$ cat src/sv/rtem_pkg.sv
// shared types and constants of the exact-match route table
`default_nettype none
package rtem_pkg;

  localparam int TABLE_DEPTH = 16;
  localparam int IDX_W       = (TABLE_DEPTH > 1) ? $clog2(TABLE_DEPTH) : 1;
  localparam int CNT_W       = $clog2(TABLE_DEPTH + 1);

  // command queue between front and back, depth must be a power of two
  localparam int QUEUE_DEPTH = 2;
  localparam int QPTR_W      = (QUEUE_DEPTH > 1) ? $clog2(QUEUE_DEPTH) : 1;
  localparam int QCNT_W      = $clog2(QUEUE_DEPTH + 1);

  localparam logic [1:0] OP_LOOKUP = 2'd0;
  localparam logic [1:0] OP_ADD    = 2'd1;
  localparam logic [1:0] OP_DELETE = 2'd2;
  localparam logic [1:0] OP_CLEAR  = 2'd3;

  localparam logic [1:0] ST_OK        = 2'd0;
  localparam logic [1:0] ST_NOT_FOUND = 2'd1;
  localparam logic [1:0] ST_FULL      = 2'd2;

  typedef struct packed {
    logic [1:0]  opcode;
    logic [31:0] key_address;
    logic [15:0] iface_in;
  } req_t;

  typedef struct packed {
    logic [15:0] iface_out;
    logic [1:0]  status;
  } rsp_t;

  // decoded command, exactly one kind flag set
  typedef struct packed {
    logic        is_lookup;
    logic        is_add;
    logic        is_delete;
    logic        is_clear;
    logic [31:0] key;
    logic [15:0] iface;
  } cmd_t;

  // queue handshake from the front toward the queue
  typedef struct packed {
    logic push;
    logic full;
  } qctl_t;

endpackage
`default_nettype wire

$ cat src/sv/rtem_front.sv
// front stage: takes requests and decodes them into table commands
`default_nettype none
module rtem_front (
  input  wire logic          clk,
  input  wire logic          rst,
  input  wire logic          req_valid,
  output logic               req_stall,
  input  wire rtem_pkg::req_t req,
  input  wire logic          qfull,
  output rtem_pkg::qctl_t    qctl,
  output rtem_pkg::cmd_t     qcmd
);

  logic           fvalid;
  rtem_pkg::cmd_t fcmd;
  rtem_pkg::cmd_t dec;
  logic           load;

  always_comb begin
    dec           = '0;
    dec.key       = req.key_address;
    dec.iface     = req.iface_in;
    unique case (req.opcode)
      rtem_pkg::OP_LOOKUP: dec.is_lookup = 1'b1;
      rtem_pkg::OP_ADD:    dec.is_add    = 1'b1;
      rtem_pkg::OP_DELETE: dec.is_delete = 1'b1;
      rtem_pkg::OP_CLEAR:  dec.is_clear  = 1'b1;
      default:             dec.is_clear  = 1'b1;
    endcase
  end

  assign qctl.push = fvalid && !qfull;
  assign qctl.full = qfull;
  assign load      = !fvalid || qctl.push;
  assign req_stall = !load;
  assign qcmd      = fcmd;

  always_ff @(posedge clk) begin
    if (rst) begin
      fvalid <= 1'b0;
    end else if (load) begin
      fvalid <= req_valid;
    end
  end

  always_ff @(posedge clk) begin
    if (load && req_valid) begin
      fcmd <= dec;
    end
  end

endmodule
`default_nettype wire

$ cat src/sv/rtem_queue.sv
// short command queue between front and back
`default_nettype none
module rtem_queue (
  input  wire logic            clk,
  input  wire logic            rst,
  input  wire rtem_pkg::qctl_t qctl,
  input  wire rtem_pkg::cmd_t  wr_cmd,
  output logic                 full,
  output logic                 empty,
  input  wire logic            pop,
  output rtem_pkg::cmd_t       rd_cmd
);

  rtem_pkg::cmd_t              slots [rtem_pkg::QUEUE_DEPTH];
  logic [rtem_pkg::QPTR_W-1:0] wr_ptr;
  logic [rtem_pkg::QPTR_W-1:0] rd_ptr;
  logic [rtem_pkg::QCNT_W-1:0] count;

  assign full   = (count == rtem_pkg::QCNT_W'(rtem_pkg::QUEUE_DEPTH));
  assign empty  = (count == '0);
  assign rd_cmd = slots[rd_ptr];

  always_ff @(posedge clk) begin
    if (rst) begin
      wr_ptr <= '0;
      rd_ptr <= '0;
      count  <= '0;
    end else begin
      if (qctl.push) begin
        wr_ptr <= wr_ptr + 1'b1;
      end
      if (pop) begin
        rd_ptr <= rd_ptr + 1'b1;
      end
      if (qctl.push && !pop) begin
        count <= count + 1'b1;
      end else if (pop && !qctl.push) begin
        count <= count - 1'b1;
      end
    end
  end

  always_ff @(posedge clk) begin
    if (qctl.push) begin
      slots[wr_ptr] <= wr_cmd;
    end
  end

  // the front only pushes while its view of the queue is not full
  a_no_overflow: assert property (@(posedge clk) disable iff (rst)
    !(qctl.push && qctl.full))
    else $error("push into full queue");

  a_no_underflow: assert property (@(posedge clk) disable iff (rst)
    !(pop && empty))
    else $error("pop from empty queue");

endmodule
`default_nettype wire

$ cat src/sv/rtem_back.sv
// back stage: table storage, parallel match, update and result register
`default_nettype none
module rtem_back (
  input  wire logic           clk,
  input  wire logic           rst,
  input  wire logic           empty,
  output logic                pop,
  input  wire rtem_pkg::cmd_t cmd,
  output logic                rsp_valid,
  input  wire logic           rsp_stall,
  output rtem_pkg::rsp_t      rsp
);

  logic [31:0]                entry_address [rtem_pkg::TABLE_DEPTH];
  logic [15:0]                entry_iface   [rtem_pkg::TABLE_DEPTH];
  logic [rtem_pkg::CNT_W-1:0] count;

  logic                       hit;
  logic [rtem_pkg::IDX_W-1:0] pos;
  logic                       tbl_full;
  rtem_pkg::rsp_t             result;

  assign tbl_full = (count == rtem_pkg::CNT_W'(rtem_pkg::TABLE_DEPTH));
  assign pop      = !empty && (!rsp_valid || !rsp_stall);

  // newest match wins: later slots override earlier ones
  always_comb begin
    hit = 1'b0;
    pos = '0;
    for (int i = 0; i < rtem_pkg::TABLE_DEPTH; i++) begin
      if ((rtem_pkg::CNT_W'(i) < count) && (entry_address[i] == cmd.key)) begin
        hit = 1'b1;
        pos = rtem_pkg::IDX_W'(i);
      end
    end
  end

  always_comb begin
    result = '0;
    priority if (cmd.is_lookup) begin
      if (hit) begin
        result.iface_out = entry_iface[pos];
      end else begin
        result.status = rtem_pkg::ST_NOT_FOUND;
      end
    end else if (cmd.is_add) begin
      if (tbl_full) begin
        result.status = rtem_pkg::ST_FULL;
      end
    end else if (cmd.is_delete) begin
      if (!hit) begin
        result.status = rtem_pkg::ST_NOT_FOUND;
      end
    end else begin
      result.status = rtem_pkg::ST_OK;
    end
  end

  always_ff @(posedge clk) begin
    if (rst) begin
      count <= '0;
    end else if (pop) begin
      if (cmd.is_clear) begin
        count <= '0;
      end else if (cmd.is_add && !tbl_full) begin
        count <= count + 1'b1;
      end else if (cmd.is_delete && hit) begin
        count <= count - 1'b1;
      end
    end
  end

  // delete closes the gap by shifting newer entries down one slot
  always_ff @(posedge clk) begin
    if (pop) begin
      if (cmd.is_add && !tbl_full) begin
        entry_address[count[rtem_pkg::IDX_W-1:0]] <= cmd.key;
        entry_iface[count[rtem_pkg::IDX_W-1:0]]   <= cmd.iface;
      end else if (cmd.is_delete && hit) begin
        for (int i = 0; i < rtem_pkg::TABLE_DEPTH - 1; i++) begin
          if ((rtem_pkg::IDX_W'(i) >= pos) && (rtem_pkg::CNT_W'(i + 1) < count)) begin
            entry_address[i] <= entry_address[i + 1];
            entry_iface[i]   <= entry_iface[i + 1];
          end
        end
      end
    end
  end

  always_ff @(posedge clk) begin
    if (rst) begin
      rsp_valid <= 1'b0;
    end else if (pop) begin
      rsp_valid <= 1'b1;
    end else if (!rsp_stall) begin
      rsp_valid <= 1'b0;
    end
  end

  always_ff @(posedge clk) begin
    if (pop) begin
      rsp <= result;
    end
  end

  a_count_bound: assert property (@(posedge clk) disable iff (rst)
    count <= rtem_pkg::CNT_W'(rtem_pkg::TABLE_DEPTH))
    else $error("entry count beyond table depth");

  a_full_status: assert property (@(posedge clk) disable iff (rst)
    (rsp_valid && (rsp.status == rtem_pkg::ST_FULL)) |-> tbl_full)
    else $error("full status with free slots");

  a_clear_empties: assert property (@(posedge clk) disable iff (rst)
    (pop && cmd.is_clear) |=> (count == '0))
    else $error("clear left entries behind");

  a_miss_zero_iface: assert property (@(posedge clk) disable iff (rst)
    (rsp_valid && (rsp.status != rtem_pkg::ST_OK)) |-> (rsp.iface_out == '0))
    else $error("nonzero interface on failed request");

endmodule
`default_nettype wire

$ cat src/sv/route_table_exact_match.sv
// top level of the exact-match route table
// path: the front registers a request, the queue holds it, the back registers its result
// throughput: one request per cycle without output stall; the back executes each command
// as it is popped, using a parallel compare over all table slots, with a two-entry command queue
// between decode and execution
// reset: synchronous active-high rst empties the table and the command queue
`default_nettype none
module route_table_exact_match (
  input  wire logic           clk,
  input  wire logic           rst,
  input  wire logic           req_valid,
  output logic                req_stall,
  input  wire rtem_pkg::req_t req,
  output logic                rsp_valid,
  input  wire logic           rsp_stall,
  output rtem_pkg::rsp_t      rsp
);

  rtem_pkg::qctl_t qctl;
  rtem_pkg::cmd_t  qcmd;
  rtem_pkg::cmd_t  bcmd;
  logic            qfull;
  logic            qempty;
  logic            qpop;

  rtem_front u_front (
    .clk       (clk),
    .rst       (rst),
    .req_valid (req_valid),
    .req_stall (req_stall),
    .req       (req),
    .qfull     (qfull),
    .qctl      (qctl),
    .qcmd      (qcmd)
  );

  rtem_queue u_queue (
    .clk    (clk),
    .rst    (rst),
    .qctl   (qctl),
    .wr_cmd (qcmd),
    .full   (qfull),
    .empty  (qempty),
    .pop    (qpop),
    .rd_cmd (bcmd)
  );

  rtem_back u_back (
    .clk       (clk),
    .rst       (rst),
    .empty     (qempty),
    .pop       (qpop),
    .cmd       (bcmd),
    .rsp_valid (rsp_valid),
    .rsp_stall (rsp_stall),
    .rsp       (rsp)
  );

endmodule
`default_nettype wire

$ cat config.mk
export PLATFORM = sky130hd
export DESIGN_NAME = route_table_exact_match
export DESIGN_NICKNAME = d
export VERILOG_FILES = /design/src/sv/rtem_pkg.sv /design/src/sv/rtem_front.sv /design/src/sv/rtem_queue.sv /design/src/sv/rtem_back.sv /design/src/sv/route_table_exact_match.sv
export SDC_FILE = /design/constraint.sdc
export NUM_CORES = 2
export LEC_CHECK = 0
export ABC_AREA = 0
export BUFFER_PORTS_ARGS = -buffer_cell sky130_fd_sc_hd__clkbuf_2
export CAP_MARGIN = 20
export CORE_MARGIN = 4
export CORE_UTILIZATION = 45
export CTS_CLUSTER_DIAMETER = 80
export CTS_CLUSTER_SIZE = 8
export DETAILED_ROUTE_END_ITERATION = 8
export PLACE_DENSITY_LB_ADDON = 0.15
export SYNTH_ARGS = -nofsm -noshare
export SYNTH_HDL_FRONTEND = slang
export SYNTH_SLANG_ARGS = --single-unit
$ cat constraint.sdc
create_clock -name clk -period 6.8 [get_ports clk]
set_input_delay 0.34 -clock clk [delete_from_list [all_inputs] [get_ports clk]]
set_output_delay 0.34 -clock clk [all_outputs]
set_load 0.02 [all_outputs]
# After elaboration in Yosys (flattened, before gate mapping)
# Memory sizes are Yosys's and may differ from the RTL's. A register that Yosys moved wholly into a read port is not among the register bits.
# Cells that the tools add are included.
# word_totals
mem_count	3
out_inout_bits	20
mem_bits_rw	872
reg_bits	65
in_bits	54
# op_classes
order_cmp	31
eq_ne	22
mux	135
addsub	6
n_reduce_logical	58
# memory_table
name	depth	word_bits	read_ports	rd_ports_with_merged_regs	write_ports	line	source
u_back.entry_address	16	32	16	0	15	rtem_back.sv:14	logic [31:0] entry_address [rtem_pkg::TABLE_DEPTH];
u_back.entry_iface	16	16	16	1	15	rtem_back.sv:15	logic [15:0] entry_iface [rtem_pkg::TABLE_DEPTH];
u_queue.slots	2	52	1	1	1	rtem_queue.sv:14	rtem_pkg::cmd_t slots [rtem_pkg::QUEUE_DEPTH];
# ops
cell	count
$eq 32x32->1	16
$mux 1	109
$lt 4x5->1 const A	8
$mux 4	10
$logic_and 1x1->1	38
$mux 32	1
$reduce_or 32->1	1
$ge 4x4->1 const A	7
$lt 3x5->1 const A	4
$ge 3x4->1 const A	4
$mux 16	1
$reduce_or 16->1	1
$mux 5	3
$mux 2	7
$mux 3	4
$logic_not 1->1	10
$lt 1x5->1 const A	2
$lt 2x5->1 const A	2
$ge 1x4->1 const A	2
$ge 2x4->1 const A	2
$eq 2x2->1 const B	3
$add 5x1->5 const B	1
$eq 5x5->1 const B	1
$sub 5x1->5 const B	1
10 further kinds	14

# Depth between registers and ports, before layout
# An unclocked memory read counts as a cell.
# logic_depth
depth_word	27
ltp_mapped	20
mapped_depth_nobuf	13

# Cells and area by module
# A second synthesis with hierarchy kept.
# hier_totals
hier_cells	3419
area_unflattened_um2	49263.5
# by_module_without_submodules
mod	seq_area_each_um2	n_inst	cells_each	area_per_inst_um2
rtem_back	23722.8	1	3172	43658.1
rtem_queue	3223.1	1	184	3958.8
rtem_front	1581.5	1	63	1646.6

# Worst setup path after synthesis
# OpenSTA, ideal clock, no wires.
# synth_path
path_kind	register to register
startpoint	register with a tool-made name
endpoint	memory u_back.entry_address[5][0], enable pin
synth_period_minus_slack_ns	5.054
setup_slack_ns	1.746
stages_incl_launch_ff	19
t_arrival_ns	4.472
cell_sequence	dfxtp_1 > buf_6 > buf_6 > mux2i_1 > buf_4 > buf_4 > xnor2_1 > nor2_1 > nand4_1 > nor3_2 > nor4bb_1 > nand3_2 > o2111ai_4 > or3_4 > a221o_1 > buf_2 > buf_2 > buf_1 > nand2_1
# synth_lines
item	line
end, declared	rtem_back.sv:14

==> metrics.md <==
| Metric | Value |
|---|---|
| Status | `finished, final reports clean` |
| Fin Setup TNS | `0 ns` |
| # placed instances | `5421` |
| Vias in the first global route | `32900` |
| Max transition margin | `26.7%` |
| Drt total wl | `169000 µm` |
| Std-Cell Rows | `119` |
| Multiplexer area fraction after synthesis | `7.12%` |
| DR vias/cell | `6.07` |
| H-tree levels | `4` |
| Power Density | `333 nW/µm²` |
| Avg Cell Area, Syn | `11.9 µm²` |
| Clk root buf | `clkbuf_16` |
| Crit. End Element | `register` |
| Internal | `12.5 mW` |
| Prevailing post-synth register cell | `edfxtp_1` |
| Final Net Count | `4286` |
| Initial DRC count | `4580` |
| Cell Area, Synth | `47900 µm²` |
| Sequential fraction of design power | `39.7%` |
| Synthesis Warnings | `0` |
| Largest net degree at the start of global routing | `97` |
| Final Hold Violating Endpoints | `0` |
| CTS Sinks | `954` |
| Drc violations | `0` |
| DIE WIDTH | `334 µm` |
| Vias | `34300` |
| P_leak | `18.4 nW` |
| Hpwl dp | `124000 µm` |
| Net Count, Synth | `4088` |
| Cell variety after synth | `83` |
| Post-synthesis register bit count | `954` |
| Worst Path Required | `7.21 ns` |
| Routability cong. | `0.943` |
| Simple-gate portion of the synthesized area | `11.0%` |
| CTS tree | `done` |
| First-pass GRT wire length | `239000 µm` |
| I/O pin count | `74` |
| Switch Pwr | `5.88 mW` |
| Worst-Margin Slew | `1.10 ns` |
| Seq/Total Area, Yosys | `59.6%` |
| Routed len/inst | `29.9 µm` |
| CP Class | `register to register` |
| Post-synthesis instance total | `4028` |
| Largest family of logic cells by synthesized area | `simple AND/OR/NAND/NOR gates` |
| Adder-cell area share of the yosys netlist | `0.157%` |
| Grt ovf | `0` |
| Final Cycle Share | `93.6%` |
| Max FO, Critical Path | `49` |
| Worst-path clk slew | `0.05 ns` |
| HP Class | `input pin to register` |
| Hold_sp | `req[19]` |
| Gate power share | `25.9%` |
| Post-DRT Antenna Nets | `0` |
| CP Launch Type | `register` |
| Overall Power | `18.4 mW` |
| Clk buf depth | `3` |
| XOR/XNOR Fraction of Synth Area | `9.45%` |
| Share of cells above drive strength 1 | `17.5%` |
| Pre-antenna DRT Iters | `6` |
| CTS Buf Count | `138` |
| Max Slew Vio Count | `0` |
| Area after DPL | `50900 µm²` |
| Fmax | `157 MHz` |
| Fraction of registers with async set/reset | `0%` |
| Fin area | `55400 µm²` |
| Number of antenna violations at the first check in global routing | `15` |
| Final setup margin | `0.434 ns` |
| Max Cap Viol | `0` |
| RSZ-0062 raised after global routing | `false` |
| Worst-Skew Late Latency | `0.75 ns` |
| Net Sw Frac | `31.9%` |
| Die area | `112000 µm²` |
| Crit path arrival time | `6.78 ns` |
| IO Port Bufs | `73` |
| Core ar. | `105000 µm²` |
| GRT Total Usage | `29.8%` |
| Final std cells w/o fill | `5653` |
| Die H | `334 µm` |
| Clock share of power | `34.3%` |
| Layout Skew | `0.0297 ns` |
| EDFF count, synth | `942` |
| Minimum clock period | `6.37 ns` |
| Area growth syn-to-layout | `15.5%` |
| Maximum VDD drop | `249 µV` |
| Starting Density | `45.4%` |
| Post-Place Setup Slack | `0.666 ns` |
| Setup-failing EPs final | `0` |
| Compound-cell area share of the yosys netlist | `9.10%` |
-- metrics by stage --
step / hold WS (ns) / utilization [%]
final: 0.319 / 52.5
after detailed placement: 0.429 / 48.3
after floorplan: 0.421 / -
after CTS: 0.262 / 52.5
after global placement: 0.423 / 48.3
after global routing: 0.310 / 52.5
-- cell usage in the layout (no fill, tap or decap), drive strengths merged, types with 55 or more instances in the layout --
cell type and n:
mux2i 86, mux2 218, nand2 88, inv 76
dlygate4sd3 56, xnor2 514, nor4 205, nor2 610
clkbuf 229, a21oi 580, nor3 55, buf 217
edfxtp 942
-- flip-flops by register name, summed over array words and instances (netlist names), named ones only --
signal                cells
u_queue.rd_ptr            1
u_back.entry_iface      256
u_back.rsp               18
u_queue.slots           104
u_back.rsp_valid          1
u_front.qcmd             52
u_queue.wr_ptr            1
u_back.count              5
u_back.entry_address    512
u_front.fvalid            1
u_queue.count             2
-- critical path, cell delays in order, from the launching register on --
cell,delay [ns]
dfxtp_4,0.51
buf_12,0.28
mux2i_4,0.51
buf_4,0.39
inv_1,0.29
xnor2_1,0.33
nor4b_1,0.30
nand3_1,0.13
nor3_1,0.80
buf_4,0.28
nor4_1,0.11
nand3_1,0.30
nor2_1,0.08
nor2_1,0.26
nand3_1,0.27
a2111oi_4,0.34
buf_12,0.34
a21o_2,0.20
buf_12,0.24
-- metal layers --
layer,track usage [%],routed length [µm]
met1,44.1,73600
met2,43.9,72800
met3,6.29,16900
met4,9.91,5540
met5,0,0
-- power groups by stage --
stage	clock, mW	combinational [mW]	sequential (mW)
floorplan	0	2.71	7.38
global placement	0	4.63	7.42
detailed placement	0	4.64	7.43
CTS	6.42	4.69	7.32
global route	6.67	5.01	7.34
finish	6.32	4.77	7.32
-- cell families after synthesis --
family / count (synthesis)
and+or+nand+nor: 1120
AOI/OAI and AO/OA: 766
DFF: 954
muxes: 304
buffers and inverters: 361
xor gates and xnor gates: 517
adders and majority gates: 6
-- area by class of cell --
type	count	area, µm²
multi-input cells	2713	18200
clock buffers	156	3610
diodes	5	12.5
fillers	9196	50100
inverters	73	274
repair buffers	346	2810
well taps	1391	1740
flip-flops and latches	954	28500
clock inverters	15	225
-- Yosys cell counts, drive strengths merged, types with 55 or more instances --
master	n	area (µm²)
buf	147	945
nor3	55	285
nand2	88	333
mux2i	86	923
nor4	205	1310
edfxtp	942	28300
a21oi	580	2900
xnor2	514	4500
mux2	218	2490
nor2	610	2290
clkbuf	141	529
inv	70	263
-- worst paths after layout --
| kind | end | slack [ns] | cells past startpoint |
|---|---|---|---|
| worst min-delay path | u_front.qcmd[19]$_DFFE_PP_ | 0.32 | 2 |
| worst max-delay path | u_back.entry_address[2][9]$_DFFE_PP_ | 0.43 | 18 |
| worst max register to register | u_back.entry_address[2][9]$_DFFE_PP_ | 0.43 | 18 |
| worst min register to register | u_queue.slots[1][44]$_DFFE_PP_ | 0.44 | 0 |
-- repair_timing --
action	4_1_cts	5_1_grt
resized for setup	0	0
hold buffers	56	0
endpoints found under the hold margin	61	0
buffers inserted	0	0
(Power assumes the default switching activity.)
